==> config.mk <==
export PLATFORM = sky130hd
export DESIGN_NAME = sdop_front_flat
export DESIGN_NICKNAME = d
export VERILOG_FILES = /design/src/design/sdop_pkg.sv /design/src/design/sdop_in_if.sv /design/src/design/sdop_front.sv /design/src/flat_wrapper.sv
export SDC_FILE = /design/constraint.sdc
export NUM_CORES = 1
export LEC_CHECK = 0
export BUFFER_PORTS_ARGS = -buffer_cell sky130_fd_sc_hd__buf_2
export CELL_PAD_IN_SITES_DETAIL_PLACEMENT = 0
export CELL_PAD_IN_SITES_GLOBAL_PLACEMENT = 1
export CORE_MARGIN = 1.5
export CORE_UTILIZATION = 50
export CTS_BUF_LIST = sky130_fd_sc_hd__clkbuf_16
export CTS_CLUSTER_DIAMETER = 80
export CTS_CLUSTER_SIZE = 14
export DETAILED_ROUTE_END_ITERATION = 10
export PLACE_DENSITY = 0.8
export SKIP_LAST_GASP = 1
export SLEW_MARGIN = 20
export SYNTH_ARGS = -nofsm -noshare
export SYNTH_HDL_FRONTEND = slang
export SYNTH_SLANG_ARGS = --single-unit
==> constraint.sdc <==
create_clock -name clk -period 4.6 [get_ports clk]
set_input_delay 0.69 -clock clk [delete_from_list [all_inputs] [get_ports clk]]
set_output_delay 0.69 -clock clk [all_outputs]
set_load 0.1 [all_outputs]
==> src/design/sdop_pkg.sv <==
`timescale 1ns / 1ps

package sdop_pkg;

    localparam int MAX_ROWS = 1024;
    localparam int MAX_COLS = 1024;
    localparam int MAX_RANK = 64;

    localparam int ROW_W  = $clog2(MAX_ROWS);
    localparam int COL_W  = $clog2(MAX_COLS);
    localparam int ELEM_W = $clog2(MAX_RANK);
    localparam int VAL_W  = 32;
    localparam int PROD_W = 64;
    localparam int RANK_W = 7;
    localparam int CFG_W  = 64;

    localparam int LEFT_AW  = ROW_W + ELEM_W;
    localparam int RIGHT_AW = COL_W + ELEM_W;
    localparam int ACC_W    = 2 * VAL_W + ELEM_W + 2;

    localparam int QDEPTH = 4;
    localparam int QPTR_W = $clog2(QDEPTH);
    localparam int QCNT_W = QPTR_W + 1;

    typedef enum logic [1:0] {
        CMD_WRITE_LEFT  = 2'd0,
        CMD_WRITE_RIGHT = 2'd1,
        CMD_COMPUTE     = 2'd2
    } cmd_t;

    typedef enum logic {
        CFG_RANK    = 1'b0,
        CFG_CEILING = 1'b1
    } cfg_index_t;

    typedef enum logic [1:0] {
        S_IDLE,
        S_RUN,
        S_DRAIN
    } back_state_t;

    typedef struct packed {
        cmd_t              kind;
        logic [ROW_W-1:0]  row;
        logic [COL_W-1:0]  col;
        logic [ELEM_W-1:0] elem;
        logic [VAL_W-1:0]  value;
    } queue_entry_t;

    typedef struct packed {
        logic         valid;
        queue_entry_t entry;
    } queue_head_t;

endpackage

==> src/design/sdop_in_if.sv <==
`timescale 1ns / 1ps

interface sdop_in_if;
    import sdop_pkg::*;

    logic                     valid;
    logic                     ready;
    logic [1:0]               command;
    logic [ROW_W-1:0]         row_index;
    logic [COL_W-1:0]         column_index;
    logic [ELEM_W-1:0]        element_index;
    logic signed [VAL_W-1:0]  factor_value;

    modport source (
        output valid, command, row_index, column_index, element_index, factor_value,
        input  ready
    );

    modport sink (
        input  valid, command, row_index, column_index, element_index, factor_value,
        output ready
    );
endinterface

==> src/design/sdop_front.sv <==
`timescale 1ns / 1ps

module sdop_front (
    input  logic                 clk,
    input  logic                 rst_n,
    sdop_in_if.sink              item,
    output sdop_pkg::queue_head_t head,
    input  logic                 pop
);
    import sdop_pkg::*;

    queue_entry_t       q_mem_reg [QDEPTH];
    logic [QPTR_W-1:0]  wr_ptr_reg;
    logic [QPTR_W-1:0]  wr_ptr_next;
    logic [QPTR_W-1:0]  rd_ptr_reg;
    logic [QPTR_W-1:0]  rd_ptr_next;
    logic [QCNT_W-1:0]  count_reg;
    logic [QCNT_W-1:0]  count_next;
    logic               known_cmd;
    logic               push;
    logic               do_pop;
    queue_entry_t       new_entry;

    assign item.ready = (count_reg != QCNT_W'(QDEPTH));

    always_comb
    begin
        case (item.command)
            CMD_WRITE_LEFT,
            CMD_WRITE_RIGHT,
            CMD_COMPUTE: known_cmd = 1'b1;
            default:     known_cmd = 1'b0;
        endcase
    end

    assign push   = item.valid && item.ready && known_cmd;
    assign do_pop = pop && (count_reg != '0);

    always_comb
    begin
        new_entry.kind  = cmd_t'(item.command);
        new_entry.row   = item.row_index;
        new_entry.col   = item.column_index;
        new_entry.elem  = item.element_index;
        new_entry.value = item.factor_value;
    end

    always_comb
    begin
        wr_ptr_next = push   ? wr_ptr_reg + 1'b1 : wr_ptr_reg;
        rd_ptr_next = do_pop ? rd_ptr_reg + 1'b1 : rd_ptr_reg;
        count_next  = count_reg + QCNT_W'(push) - QCNT_W'(do_pop);
    end

    always_ff @(posedge clk or negedge rst_n)
    begin
        if (!rst_n)
        begin
            wr_ptr_reg <= '0;
            rd_ptr_reg <= '0;
            count_reg  <= '0;
        end
        else
        begin
            wr_ptr_reg <= wr_ptr_next;
            rd_ptr_reg <= rd_ptr_next;
            count_reg  <= count_next;
        end
    end

    always_ff @(posedge clk)
    begin
        if (push)
        begin
            q_mem_reg[wr_ptr_reg] <= new_entry;
        end
    end

    assign head.valid = (count_reg != '0);
    assign head.entry = q_mem_reg[rd_ptr_reg];

endmodule

==> src/flat_wrapper.sv <==
// flat-port wrapper written by rule: the top's interface ports become plain ports
module sdop_front_flat import sdop_pkg::*;
  (clk, rst_n, head, pop, item_valid, item_command, item_row_index, item_column_index, item_element_index, item_factor_value, item_ready);
  sdop_in_if item_i ();
  input  logic clk;
  input  logic rst_n;
  output sdop_pkg::queue_head_t head;
  input  logic pop;
  input wire logic [$bits(item_i.valid)-1:0] item_valid;
  input wire logic [$bits(item_i.command)-1:0] item_command;
  input wire logic [$bits(item_i.row_index)-1:0] item_row_index;
  input wire logic [$bits(item_i.column_index)-1:0] item_column_index;
  input wire logic [$bits(item_i.element_index)-1:0] item_element_index;
  input wire logic [$bits(item_i.factor_value)-1:0] item_factor_value;
  output wire logic [$bits(item_i.ready)-1:0] item_ready;
  assign item_i.valid = item_valid;
  assign item_i.command = item_command;
  assign item_i.row_index = item_row_index;
  assign item_i.column_index = item_column_index;
  assign item_i.element_index = item_element_index;
  assign item_i.factor_value = item_factor_value;
  assign item_ready = item_i.ready;
  sdop_front u_core (.clk(clk), .rst_n(rst_n), .item(item_i), .head(head), .pop(pop));
endmodule
==> reports/results.tsv <==
stage	metric	value	unit
sta	skew	0.00851	ns
synthesis	yosysWarnings	0	
synthesis	syn_nets	422	
detailed_routing	ant_nets	0	
placement	buffer_ports.inserted	125	
synthesis	ys_seq_area_share	81.5	%
detailed_routing	vias_per_cell	5.51	
detailed_routing	dr.first_iter.drc_count	229	
synthesis	syn_inst	351	
floorplan	start_util	50.7	%
finish	area_growth	16.0	%
floorplan	rows	49	
finish	largest_reg_flops	240	
grt	grt_pass1_wl	22900	µm
worst_setup_path	r2r_cells	3	
worst_setup_path	critPathBufInv	2	
clocking	ctsResizeCount	0	
finish	sequential_cell_area	7390	µm²
finish	multiInputGateArea	1580	µm²
clocking	hold_buffers	0	
worst_setup_path	worst_setup_path_start_kind	flip-flop	
sta	setup_violations	0	
sta	fin_crit_sh	71.7	%
grt	antenna_found_initial	2	
clocking	cts_tree	yes	
detailed_routing	wl	15300	µm
placement	dp_hpwl	8720	µm
worst_setup_path	cp_data_arrival_time	2.61	ns
sta	rsz0062_at_grt	false	
worst_setup_path	crit_path_cell_trace	buf_12 -> mux4_2 -> buf_2	
worst_setup_path	reg2reg_from	u_core.count_reg[2]	
worst_setup_path	critical_path_class	flip-flop to primary output	
floorplan	core	17800	µm²
detailed_routing	dr_total_vias	3986	
synthesis	synthTopCellsByArea	edfxtp_1 (80%), mux4_2 (15%), dfrtp_1 (1.9%), ha_1 (0.83%), buf_2 (0.39%)	
finish	final_layout_size_suffix_gt1_share	44.4	%
synthesis	syn_area	9050	µm²
synthesis	synth_top_area_cell	edfxtp_1	
floorplan	die_area	18900	µm²
sta	tightestPinTransition	0.947	ns
detailed_routing	drt-wirelength-per-cell	21.2	µm
grt	grt-ovfl-total	0	
worst_setup_path	crit_fanout	32	
hold_path	hold_path_class	primary input to async pin	
placement	routabilityCongestion	0.676	
worst_setup_path	cp_top_family	flip-flops	
clocking	clock_path_buffers	3	
clocking	clk_pin_slew	0.07	ns
synthesis	ys_ff_latch	247	
grt	grt_pass1_vias	4236	
synthesis	synthDistinctLibCells	18	
flow_run	cap_viol_max_count	0	
floorplan	ios	126	
clocking	clock_latency	0.49	ns
floorplan	die_x	138	µm
synthesis	netlist.area_leader.share	79.6	%
grt	grt_max_degree	61	
clocking	cts_made_buffers	21	
sta	fmax	0.303	GHz
floorplan	die_y	138	µm
sta	slew_headroom	36.9	%
worst_setup_path	end_kind	primary output	
detailed_routing	drc	0	
synthesis	avgSynthCellArea	25.8	µm²
worst_setup_path	cpPeakStageDelay	0.85	ns
worst_setup_path	r2r_end	u_core.q_mem_reg[1][22]	
sta	slew_viol_final	0	
status	outcome	complete, no violations	
detailed_routing	dr.pass1.iters	6	
clocking	cts_root_buf	clkbuf_16	
clocking	h-tree-depth	1	
worst_setup_path	cp.required	3.91	ns
finish	fin_nets	558	
finish	fill_cells	1294	
clocking	cts_setup_buffers	0	
worst_setup_path	regToRegSetupSlack	2.38	ns
sta	finalSetupTns	0	ns
sta	min_period	3.30	ns
clocking	clock_sinks	247	
sta	finalHoldViolations	0	
grt	grt_usage	16.4	%
worst_setup_path	critPathSlowestCell	dfrtp_4	
per-layer routing:
metal	part of all wire (%)	vias to the layer above	routed length, µm	global-route usage [%]
met4	2.0	0	301	4.56
met1	40	2081	6090	20.7
met2	52	129	7920	28.5
li1	-	1749	-	-
met3	6.6	27	1010	3.94
met5	0	-	0	0
layout make-up:
type / instances / area share, %
Sequential cell: 247 / 70.4
Multi-Input combinational cell: 83 / 15.1
Clock buffer: 21 / 5.01
Antenna cell: 1 / 0.0238
Tap cell: 229 / 2.73
Inverter: 6 / 0.215
Clock inverter: 8 / 0.322
Timing Repair Buffer: 128 / 6.29
cell usage after synthesis:
| cell type | n |
|---|---|
| or3_2 | 1 |
| fa_1 | 1 |
| edfxtp_1 | 240 |
| nand2_1 | 2 |
| or3b_1 | 1 |
| inv_1 | 6 |
| mux4_2 | 60 |
| buf_6 | 1 |
| buf_2 | 7 |
| and3_1 | 1 |
| xor2_1 | 1 |
| mux2_4 | 1 |
| and2_2 | 4 |
| dfrtp_1 | 7 |
| o31a_2 | 1 |
| clkbuf_1 | 7 |
| xnor2_1 | 4 |
| ha_1 | 6 |
stage by stage:
stage               worst slack [ns]  cell area, µm²  util, %  hold slack (ns)  instances
global placement                1.76            9940     55.7            0.539        693
CTS                             1.21           10500     58.8          0.00890        722
finish                          1.30           10500     58.8           0.0297        723
floorplan                       1.83            9050        -            0.394        351
detailed placement              1.75            9940     55.7            0.543        693
global route                    1.12           10500     58.8           0.0128        722
worst max path at each step:
stage | cells after the start | slack, ns | end | startpoint
floorplan | 4 | 1.83 | u_core.q_mem_reg[0][0] | u_core.count_reg[2]
CTS | 3 | 1.21 | head[50] | u_core.rd_ptr_reg[0]
detailed placement | 3 | 1.75 | head[32] | u_core.rd_ptr_reg[0]
global route | 3 | 1.12 | head[50] | u_core.rd_ptr_reg[0]
global placement | 3 | 1.76 | head[50] | u_core.rd_ptr_reg[0]
finish | 3 | 1.30 | head[56] | u_core.rd_ptr_reg[0]
cell usage in the layout (no fill, tap or decap):
cell | netlist | routed
or3b_1 | 1 | 1
mux2_4 | 1 | 1
clkbuf_16 | 0 | 21
and2_4 | 0 | 4
o31a_2 | 1 | 1
clkinvlp_4 | 0 | 1
diode_2 | 0 | 1
xor2_1 | 1 | 1
dfrtp_1 | 7 | 5
ha_1 | 6 | 6
buf_4 | 0 | 2
inv_1 | 6 | 13
buf_2 | 7 | 125
edfxtp_1 | 240 | 240
buf_12 | 0 | 1
dfrtp_4 | 0 | 1
and3_1 | 1 | 1
or3_2 | 1 | 1
dfrtp_2 | 0 | 1
xnor2_1 | 4 | 4
nand2_1 | 2 | 2
fa_1 | 1 | 1
mux4_2 | 60 | 60
worst reg2reg max path, stage by stage, from the launching register on:
cell and delay (ns):
dfrtp_1 0.41, or3b_1 0.19, and3_1 0.36, and2_4 0.81
cell families after synthesis:
| group | synth area share, % |
|---|---|
| simple gates | 0.664 |
| flops | 81.5 |
| mux | 15.1 |
| buf+inv | 1.05 |
| fa+ha+maj | 1.05 |
| compound gates | 0.111 |
| xor+xnor | 0.484 |
Power is not shown: default switching activity piles up to over one toggle a cycle in this logic, so the estimate is an artifact.
